`src/rtl/sgsb_pkg.sv`:
```
`default_nettype none

package sgsb_pkg;

  // default sizing, handed to the top level parameters
  localparam int ADDR_BITS_DEF = 64;
  localparam int MAX_SEGS_DEF  = 64;

  // fixed field widths
  localparam int LEN_BITS   = 32;
  localparam int CFG_BITS   = 32;
  localparam int COUNT_BITS = 7;

  // register indexes on the config port
  localparam logic [1:0] REG_MAX_SEG_BYTES  = 2'd0;
  localparam logic [1:0] REG_MAX_XFER_BYTES = 2'd1;
  localparam logic [1:0] REG_MAX_SEG_COUNT  = 2'd2;
  localparam logic [1:0] REG_BYTE_SWAP      = 2'd3;

  // register reset values
  localparam logic [CFG_BITS-1:0]   MAX_SEG_BYTES_RST  = '1;
  localparam logic [CFG_BITS-1:0]   MAX_XFER_BYTES_RST = '0;
  localparam logic [COUNT_BITS-1:0] MAX_SEG_COUNT_RST  = 7'd64;

  // stop cause codes
  localparam logic [1:0] CAUSE_END_OF_BUFFER = 2'd0;
  localparam logic [1:0] CAUSE_COUNT_LIMIT   = 2'd1;
  localparam logic [1:0] CAUSE_BYTE_LIMIT    = 2'd2;

  // controller to datapath
  typedef struct packed {
    logic load_run;
    logic merge;
    logic split;
    logic limit;
    logic trim;
    logic emit;
    logic count_stop;
    logic emit_final;
  } sgsb_cmd_t;

  // datapath to controller
  typedef struct packed {
    logic halted;
    logic open_valid;
    logic contig;
    logic pend;
    logic limit_hit;
    logic count_full;
    logic fin;
    logic out_free;
  } sgsb_stat_t;

endpackage

`default_nettype wire

```
`src/rtl/sgsb_ctrl.sv`:
```
`default_nettype none

module sgsb_ctrl
  import sgsb_pkg::*;
(
  input  logic       clk,
  input  logic       rst,
  input  logic       run_valid,
  output logic       run_ready,
  input  sgsb_stat_t stat,
  output sgsb_cmd_t  cmd
);

  typedef enum logic [6:0] {
    S_IDLE  = 7'b0000001,
    S_MERGE = 7'b0000010,
    S_SPLIT = 7'b0000100,
    S_LIMIT = 7'b0001000,
    S_TRIM  = 7'b0010000,
    S_COUNT = 7'b0100000,
    S_FINAL = 7'b1000000
  } state_t;

  state_t state;
  state_t state_next;

  assign run_ready = (state == S_IDLE);

  always_comb begin
    cmd        = '0;
    state_next = state;
    unique case (state)
      S_IDLE: begin
        if (run_valid) begin
          cmd.load_run = 1'b1;
          // a halted block drops the run; the datapath re-arms on a final one
          state_next   = stat.halted ? S_IDLE : S_MERGE;
        end
      end
      S_MERGE: begin
        if (stat.open_valid && !stat.contig) begin
          state_next = S_COUNT;
        end else begin
          cmd.merge  = 1'b1;
          state_next = S_SPLIT;
        end
      end
      S_SPLIT: begin
        cmd.split  = 1'b1;
        state_next = S_LIMIT;
      end
      S_LIMIT: begin
        if (stat.limit_hit) begin
          cmd.limit  = 1'b1;
          state_next = S_TRIM;
        end else if (stat.pend) begin
          state_next = S_COUNT;
        end else if (stat.fin) begin
          state_next = S_FINAL;
        end else begin
          state_next = S_IDLE;
        end
      end
      S_TRIM: begin
        cmd.trim   = 1'b1;
        state_next = S_FINAL;
      end
      S_COUNT: begin
        if (stat.count_full) begin
          cmd.count_stop = 1'b1;
          state_next     = S_FINAL;
        end else if (stat.out_free) begin
          cmd.emit   = 1'b1;
          state_next = S_MERGE;
        end
      end
      S_FINAL: begin
        if (stat.out_free) begin
          cmd.emit_final = 1'b1;
          state_next     = S_IDLE;
        end
      end
      default: state_next = S_IDLE;
    endcase
  end

  always_ff @(posedge clk) begin
    if (rst) begin
      state <= S_IDLE;
    end else begin
      state <= state_next;
    end
  end

endmodule

`default_nettype wire

```
`src/rtl/sgsb_dpath.sv`:
```
`default_nettype none

module sgsb_dpath
  import sgsb_pkg::*;
#(
  parameter int ADDR_BITS = ADDR_BITS_DEF,
  parameter int MAX_SEGS  = MAX_SEGS_DEF
) (
  input  logic                clk,
  input  logic                rst,
  input  logic                cfg_write,
  input  logic [1:0]          cfg_index,
  input  logic [CFG_BITS-1:0] cfg_data,
  input  logic [63:0]         run_addr,
  input  logic [LEN_BITS-1:0] run_len,
  input  logic                run_is_final,
  output logic                seg_valid,
  input  logic                seg_ready,
  output logic [63:0]         seg_addr,
  output logic [LEN_BITS-1:0] seg_len,
  output logic                seg_is_final,
  output logic [LEN_BITS-1:0] bytes_covered,
  output logic [1:0]          stop_cause,
  input  sgsb_cmd_t           cmd,
  output sgsb_stat_t          stat
);

  localparam int CNT_BITS = $clog2(MAX_SEGS + 1);

  logic [CFG_BITS-1:0]   max_seg_cfg;
  logic [CFG_BITS-1:0]   max_xfer_cfg;
  logic [COUNT_BITS-1:0] max_cnt_cfg;
  logic                  swap_cfg;

  logic [ADDR_BITS-1:0] open_addr;
  logic [ADDR_BITS-1:0] pa;
  logic [LEN_BITS:0]    cur;
  logic [LEN_BITS:0]    pl;
  logic [LEN_BITS+1:0]  tot;
  logic [LEN_BITS+1:0]  over;
  logic                 open_valid;
  logic                 pend;
  logic                 fin;
  logic                 halted;
  logic [1:0]           cause;
  logic [CNT_BITS-1:0]  seg_emitted;

  logic [LEN_BITS-1:0]   maxseg;
  logic [LEN_BITS-1:0]   limit;
  logic [COUNT_BITS-1:0] cnt_clamp;
  logic [CNT_BITS-1:0]   cnt_eff;

  logic [ADDR_BITS-1:0] open_end;
  logic [ADDR_BITS-1:0] split_addr;
  logic [LEN_BITS:0]    split_rem;
  logic [LEN_BITS+1:0]  split_tot;
  logic                 over_seg;
  logic                 limit_hit;
  logic [LEN_BITS:0]    trim_len;
  logic                 count_full;
  logic                 out_free;

  logic [63:0]         addr_wide;
  logic [63:0]         addr_swap;
  logic [LEN_BITS-1:0] len_swap;
  logic [63:0]         addr_out;
  logic [LEN_BITS-1:0] len_out;

  // zero values of the limit registers mean one byte and no limit
  assign maxseg = (max_seg_cfg == '0) ? LEN_BITS'(1) : max_seg_cfg;
  assign limit  = (max_xfer_cfg == '0) ? '1 : max_xfer_cfg;

  always_comb begin
    if (max_cnt_cfg == '0) begin
      cnt_clamp = COUNT_BITS'(1);
    end else if (max_cnt_cfg > COUNT_BITS'(MAX_SEGS)) begin
      cnt_clamp = COUNT_BITS'(MAX_SEGS);
    end else begin
      cnt_clamp = max_cnt_cfg;
    end
  end
  assign cnt_eff = cnt_clamp[CNT_BITS-1:0];

  assign open_end   = open_addr + ADDR_BITS'(cur);
  assign split_addr = open_addr + ADDR_BITS'(maxseg);
  assign split_rem  = cur - {1'b0, maxseg};
  assign split_tot  = tot - {1'b0, cur} + {2'b00, maxseg};
  assign over_seg   = cur > {1'b0, maxseg};
  assign limit_hit  = tot >= {2'b00, limit};
  assign trim_len   = (over > {1'b0, cur}) ? '0 : cur - over[LEN_BITS:0];
  assign count_full = ({1'b0, seg_emitted} + (CNT_BITS + 1)'(1)) >= {1'b0, cnt_eff};
  assign out_free   = !seg_valid || seg_ready;

  assign addr_wide = 64'(open_addr);
  assign addr_swap = {<<8{addr_wide}};
  assign len_swap  = {<<8{cur[LEN_BITS-1:0]}};
  assign addr_out  = swap_cfg ? addr_swap : addr_wide;
  assign len_out   = swap_cfg ? len_swap : cur[LEN_BITS-1:0];

  assign stat.halted     = halted;
  assign stat.open_valid = open_valid;
  assign stat.contig     = (open_end == pa);
  assign stat.pend       = pend;
  assign stat.limit_hit  = limit_hit;
  assign stat.count_full = count_full;
  assign stat.fin        = fin;
  assign stat.out_free   = out_free;

  // config and control state
  always_ff @(posedge clk) begin
    if (rst) begin
      max_seg_cfg  <= MAX_SEG_BYTES_RST;
      max_xfer_cfg <= MAX_XFER_BYTES_RST;
      max_cnt_cfg  <= MAX_SEG_COUNT_RST;
      swap_cfg     <= 1'b0;
      open_valid   <= 1'b0;
      pend         <= 1'b0;
      halted       <= 1'b0;
      cause        <= CAUSE_END_OF_BUFFER;
      seg_emitted  <= '0;
      tot          <= '0;
      seg_valid    <= 1'b0;
    end else begin
      if (cfg_write) begin
        unique case (cfg_index)
          REG_MAX_SEG_BYTES:  max_seg_cfg  <= cfg_data;
          REG_MAX_XFER_BYTES: max_xfer_cfg <= cfg_data;
          REG_MAX_SEG_COUNT:  max_cnt_cfg  <= cfg_data[COUNT_BITS-1:0];
          REG_BYTE_SWAP:      swap_cfg     <= cfg_data[0];
          default: ;
        endcase
      end

      if (cmd.load_run) begin
        pend  <= 1'b1;
        cause <= CAUSE_END_OF_BUFFER;
        if (halted && run_is_final) begin
          halted <= 1'b0;
        end
      end

      if (cmd.merge) begin
        pend       <= 1'b0;
        open_valid <= 1'b1;
        tot        <= tot + {1'b0, pl};
      end

      if (cmd.split && over_seg) begin
        pend <= 1'b1;
        tot  <= split_tot;
      end

      if (cmd.limit) begin
        tot   <= {2'b00, limit};
        cause <= CAUSE_BYTE_LIMIT;
      end

      if (cmd.count_stop) begin
        cause <= CAUSE_COUNT_LIMIT;
      end

      if (cmd.emit) begin
        seg_emitted <= seg_emitted + CNT_BITS'(1);
        open_valid  <= 1'b0;
      end

      if (cmd.emit_final) begin
        open_valid  <= 1'b0;
        tot         <= '0;
        seg_emitted <= '0;
        halted      <= (cause != CAUSE_END_OF_BUFFER) && !fin;
      end

      if (cmd.emit || cmd.emit_final) begin
        seg_valid <= 1'b1;
      end else if (seg_ready) begin
        seg_valid <= 1'b0;
      end
    end
  end

  // segment payload and output register
  always_ff @(posedge clk) begin
    if (cmd.load_run) begin
      pa  <= run_addr[ADDR_BITS-1:0];
      pl  <= {1'b0, run_len};
      fin <= run_is_final;
    end

    if (cmd.merge) begin
      if (!open_valid) begin
        open_addr <= pa;
        cur       <= pl;
      end else begin
        cur <= cur + pl;
      end
    end

    if (cmd.split && over_seg) begin
      pa  <= split_addr;
      pl  <= split_rem;
      cur <= {1'b0, maxseg};
    end

    if (cmd.limit) begin
      over <= tot - {2'b00, limit};
    end

    if (cmd.trim) begin
      cur <= trim_len;
    end

    if (cmd.emit) begin
      seg_addr      <= addr_out;
      seg_len       <= len_out;
      seg_is_final  <= 1'b0;
      bytes_covered <= '0;
      stop_cause    <= CAUSE_END_OF_BUFFER;
    end

    if (cmd.emit_final) begin
      seg_addr      <= addr_out;
      seg_len       <= len_out;
      seg_is_final  <= 1'b1;
      bytes_covered <= tot[LEN_BITS-1:0];
      stop_cause    <= cause;
    end
  end

endmodule

`default_nettype wire

```
`src/rtl/scatter_gather_segment_builder.sv`:
```
// Scatter-gather segment builder: turns a stream of physical memory runs
// (address, length, final mark) into a list of DMA segments. A run that
// starts where the open segment ends is merged into it; any other run closes
// the open segment and opens a new one. Segments longer than the segment size
// register are cut into chunks. A transfer ends at the final run (cause 0),
// when the segment count limit is hit (cause 1) or when the byte limit is
// reached (cause 2, last segment trimmed); only the final segment carries
// the byte total and the cause. After a limit stop, runs are dropped up to
// and including the next final run. Each run is handled by a serial
// controller that steps through the merge, split and limit arithmetic and
// takes no new run until it is back in idle; a run that does not continue
// the open segment first closes it, each chunk cut off by a split is emitted
// before the rest, a byte limit adds a trim step and a dropped run goes back
// to idle. Results leave through a one-entry output register, so a stalled
// output holds the controller only when a second segment is ready to go. The
// user must write configuration through the plain write port while the block
// is idle, so it applies from the next run; the block does not enforce this.
`default_nettype none

module scatter_gather_segment_builder
  import sgsb_pkg::*;
#(
  parameter int ADDR_BITS = ADDR_BITS_DEF,
  parameter int MAX_SEGS  = MAX_SEGS_DEF
) (
  input  logic                clk,
  input  logic                rst,
  // config write port
  input  logic                cfg_write,
  input  logic [1:0]          cfg_index,
  input  logic [CFG_BITS-1:0] cfg_data,
  // run input channel
  input  logic                run_valid,
  output logic                run_ready,
  input  logic [63:0]         run_addr,
  input  logic [LEN_BITS-1:0] run_len,
  input  logic                run_is_final,
  // segment output channel
  output logic                seg_valid,
  input  logic                seg_ready,
  output logic [63:0]         seg_addr,
  output logic [LEN_BITS-1:0] seg_len,
  output logic                seg_is_final,
  output logic [LEN_BITS-1:0] bytes_covered,
  output logic [1:0]          stop_cause
);

  // command and status between controller and datapath
  sgsb_cmd_t  cmd;
  sgsb_stat_t stat;

  sgsb_ctrl u_ctrl (
    .clk       (clk),
    .rst       (rst),
    .run_valid (run_valid),
    .run_ready (run_ready),
    .stat      (stat),
    .cmd       (cmd)
  );

  sgsb_dpath #(
    .ADDR_BITS (ADDR_BITS),
    .MAX_SEGS  (MAX_SEGS)
  ) u_dpath (
    .clk           (clk),
    .rst           (rst),
    .cfg_write     (cfg_write),
    .cfg_index     (cfg_index),
    .cfg_data      (cfg_data),
    .run_addr      (run_addr),
    .run_len       (run_len),
    .run_is_final  (run_is_final),
    .seg_valid     (seg_valid),
    .seg_ready     (seg_ready),
    .seg_addr      (seg_addr),
    .seg_len       (seg_len),
    .seg_is_final  (seg_is_final),
    .bytes_covered (bytes_covered),
    .stop_cause    (stop_cause),
    .cmd           (cmd),
    .stat          (stat)
  );

  // a segment is only loaded into a free output register
  a_load_when_free: assert property (@(posedge clk) disable iff (rst)
    (cmd.emit || cmd.emit_final) |-> stat.out_free)
    else $error("segment loaded over an untaken result");

  // a run that is not dropped keeps the input closed for the next cycle
  a_busy_after_accept: assert property (@(posedge clk) disable iff (rst)
    (run_valid && run_ready && !stat.halted) |=> !run_ready)
    else $error("input reopened while a run is in work");

  // the closing segment shows up as final on the next cycle
  a_final_shown: assert property (@(posedge clk) disable iff (rst)
    cmd.emit_final |=> (seg_valid && seg_is_final))
    else $error("final segment not presented");

  // only the closing segment carries a total and a cause
  a_non_final_clean: assert property (@(posedge clk) disable iff (rst)
    (seg_valid && !seg_is_final) |-> (stop_cause == CAUSE_END_OF_BUFFER &&
                                      bytes_covered == '0))
    else $error("non-final segment carries a total or a cause");

endmodule

`default_nettype wire
```
`config.mk`:
```
export PLATFORM = sky130hd
export DESIGN_NAME = scatter_gather_segment_builder
export DESIGN_NICKNAME = d
export VERILOG_FILES = /design/src/rtl/sgsb_pkg.sv /design/src/rtl/sgsb_ctrl.sv /design/src/rtl/sgsb_dpath.sv /design/src/rtl/scatter_gather_segment_builder.sv
export SDC_FILE = /design/constraint.sdc
export NUM_CORES = 2
export LEC_CHECK = 0
export ABC_AREA = 1
export BUFFER_PORTS_ARGS = -buffer_cell sky130_fd_sc_hd__buf_2
export CORE_UTILIZATION = 60
export CTS_CLUSTER_DIAMETER = 80
export CTS_CLUSTER_SIZE = 16
export DETAILED_ROUTE_END_ITERATION = 8
export GPL_TIMING_DRIVEN = 0
export PLACE_DENSITY = 0.88
export RECOVER_POWER = 25
export SLEW_MARGIN = 20
export SYNTH_ARGS = -nofsm -noshare
export SYNTH_HDL_FRONTEND = slang
export SYNTH_SLANG_ARGS = --single-unit
```
`constraint.sdc`:
```
create_clock -name clk -period 8.14 [get_ports clk]
set_clock_uncertainty 0.1 [all_clocks]
set_input_delay 0.407 -clock clk [delete_from_list [all_inputs] [get_ports clk]]
set_output_delay 0.407 -clock clk [all_outputs]
set_load 0.005 [all_outputs]
```
==> flow_summary.json <==
{
  "fin_crit_sh_pct": 85.5,
  "worstSetupPathType": "flip-flop to flip-flop",
  "tritoncts": "built",
  "crit_path_start_kind": "flip-flop",
  "cts_made_buffers": 42,
  "cap_violations": 0,
  "cts_max_path_buffers": 3,
  "initialDrtViolationCount": 5810,
  "total_leakage_power_nw": 20.3,
  "synthesis.nets": 5932,
  "slew_headroom_pct": 11.9,
  "drive_gt1_share_pct": 5.22,
  "num_rows": 93,
  "wl_um": 169000,
  "via_per_inst": 6.19,
  "die_y_um": 258,
  "initial_core_util_pct": 61.0,
  "violations": "design-rule violations",
  "slowest_stage": "o21bai_1",
  "portBuffers": 267,
  "fin_crit_ps": 6960,
  "core_um2": 64700,
  "cp_common_cell": "buf_2",
  "holdWs_ps": 0.326,
  "die_w_um": 258,
  "worst-path-max-fanout": 25,
  "hold_path.class": "input port to flip-flop",
  "clk_pin_slew_worst_paths_ps": 80,
  "vias": 41373,
  "antenna_found_initial": 12,
  "gp_congestion": 1.10,
  "final.setup.tns_ps": 0,
  "drt-met1-wl_um": 56400,
  "overflow": 0,
  "wl_met2_um": 73600,
  "fmax_ghz": 0.144,
  "crit_path_cell_trace": "nor4_1 -> nand4_1 -> o21bai_1 -> ha_1 -> nand4_1 -> o41ai_1 -> inv_1 -> nand2_1 -> buf_2 -> buf_2 -> buf_2 -> clkbuf_2 -> nand3_2 -> buf_12",
  "synth_seq_area_share_pct": 33.8,
  "avgSynthCellArea_um2": 7.27,
  "hold_start": "run_addr[40]",
  "yosysUniqueCellTypes": 56,
  "post-place-ws_ps": 1650,
  "synth_area_um2": 39400,
  "synth_edf_count": 359,
  "ios": 269,
  "grt_start_max_net_pins": 65,
  "grt_usage_pct": 49.5,
  "p_per_area_nw_per_um2": 194,
  "drc": 1,
  "post-route-util_pct": 67.8,
  "top_layer": "met5",
  "vdd_drop_max_mv": 0.200,
  "synth_ff_type": "edfxtp_1",
  "ctsResizeCount": 0,
  "holdBufCountCts": 57,
  "clkLatencyLatePin_ps": 620,
  "antenna_left": 0,
  "endpoint_kind": "flip-flop",
  "tightestPinTransition_ps": 1320,
  "rsz0062_at_grt": "no",
  "area_growth_pct": 11.2,
  "wl_met3_um": 20000,
  "setup_viol": 0,
  "finalHoldViolations": 0,
  "cp.required_ps": 8390,
  "grt_pass1_vias": 39656,
  "final_nets": 6309,
  "detailed_place_hpwl_um": 138000,
  "max_stage_delay_ps": 950,
  "drtPass1Iterations": 9,
  "wl_per_cell_um": 25.2,
  "r2r-start": "u_dpath.max_seg_cfg[31]$_SDFFE_PP1P_",
  "fin_ws_ps": 1180,
  "yosys_register_bits": 486,
  "status": "finished with violations",
  "postSynthCellCount": 5424,
  "critPathArrivalTime_ps": 7220,
  "cts_sinks": 486,
  "synth.yosys.warnings": 0,
  "clockRootBuffer": "clkbuf_16",
  "crit_start": "u_dpath.max_seg_cfg[31]$_SDFFE_PP1P_",
  "grt_first_pass_wirelength_um": 241000,
  "async_flop_share_pct": 0,
  "drv_slew": 0,
  "die_area_um2": 66800,
  "cts_setup_buffers": 0,
  "htree_levels": 2
}
==> worst max-delay path: cells and delay by family (launching register included) <==
| kind | cells | cell delay, ps |
|---|---|---|
| AO/OA/AOI/OAI | 2 | 1370 |
| flip-flops | 1 | 370 |
| AND/OR/NAND/NOR | 5 | 1930 |
| adder cells (fa/ha/maj) | 1 | 260 |
| buffers and inverters | 6 | 2590 |
==> final timing paths <==
kind,end,cells past startpoint,slack (ps)
min reg2reg,u_dpath.seg_is_final$_SDFFE_PP1P_,2,380
max reg2reg,u_dpath.cur[8]$_DFFE_PP_,14,1180
max,u_dpath.cur[8]$_DFFE_PP_,14,1180
min,u_dpath.pa[40]$_DFFE_PP_,3,0.3
==> area by class of cell <==
cell class	count	area, um^2
Sequential cell	486	13300
Clock buffer	51	1150
Tap cell	855	1070
Inverter	772	2900
Fill cell	5493	20800
Timing Repair Buffer	333	1970
Antenna cell	5	12.5
Buffer	154	616
Clock inverter	19	188
Multi-Input combinational cell	4012	22600
==> state kept, by name, indices dropped and copies added (netlist names), 33 cells and up <==
name / flops
u_dpath.addr_wide: 64
u_dpath.cur: 33
u_dpath.over: 34
u_dpath.pa: 64
u_dpath.pl: 33
u_dpath.seg_addr: 64
u_dpath.tot: 34
==> power breakdown <==
part / internal, mW / leakage (nW) / total [mW] / switching (mW)
logic: 1.05 / 15.3 / 3.26 / 2.21
clock network: 1.06 / 0.651 / 2.11 / 1.06
registers: 2.90 / 4.33 / 3.13 / 0.231
total: 5.01 / 20.3 / 8.50 / 3.50
==> metal layers <==
layer / global-route usage (%) / up-vias
li1: - / 18715
met1: 56.3 / 18824
met2: 78.2 / 2989
met3: 10.4 / 829
met4: 45.6 / 16
met5: 0 / -
==> cell usage after synthesis (all sizes together), types with 77 or more instances <==
master / n / area [um^2]
a21oi: 357 / 1790
nand3: 214 / 1090
dfxtp: 127 / 2540
xnor2: 102 / 893
inv: 770 / 2890
o21ai: 472 / 2360
edfxtp: 359 / 10800
nand2: 1344 / 5060
clkbuf: 131 / 493
ha: 333 / 4170
xor2: 148 / 1300
o211ai: 77 / 578
nor2: 547 / 2060
==> through the flow <==
stage	instances	instance area, um^2	power [mW]
2_1_floorplan	5424	39400	5.18
3_3_place_gp	6546	41800	6.18
3_5_place_dp	6555	42100	6.23
4_1_cts	6682	44000	8.31
5_1_grt	6683	43900	8.80
6_report	6687	43900	8.50
==> placed cells by master, fill, tap and decap left out, drive strengths merged, types with 206 or more instances in the layout <==
cell type | synthesis | routed
buf | 23 | 206
inv | 770 | 778
nand2 | 1344 | 1344
clkbuf | 131 | 275
a21oi | 357 | 357
o21ai | 472 | 472
ha | 333 | 333
nor2 | 547 | 547
edfxtp | 359 | 359
nand3 | 214 | 214
==> cells by family after synthesis <==
kind of cell,after synthesis,synth area share [%]
flip-flops,486,33.8
XOR/XNOR,250,5.55
AO/OA/AOI/OAI,1087,15.3
AND/OR/NAND/NOR,2303,23.9
adder cells (fa/ha/maj),372,12.5
buffers and inverters,926,8.90
No activity file was read; power rests on OpenSTA's default activity.
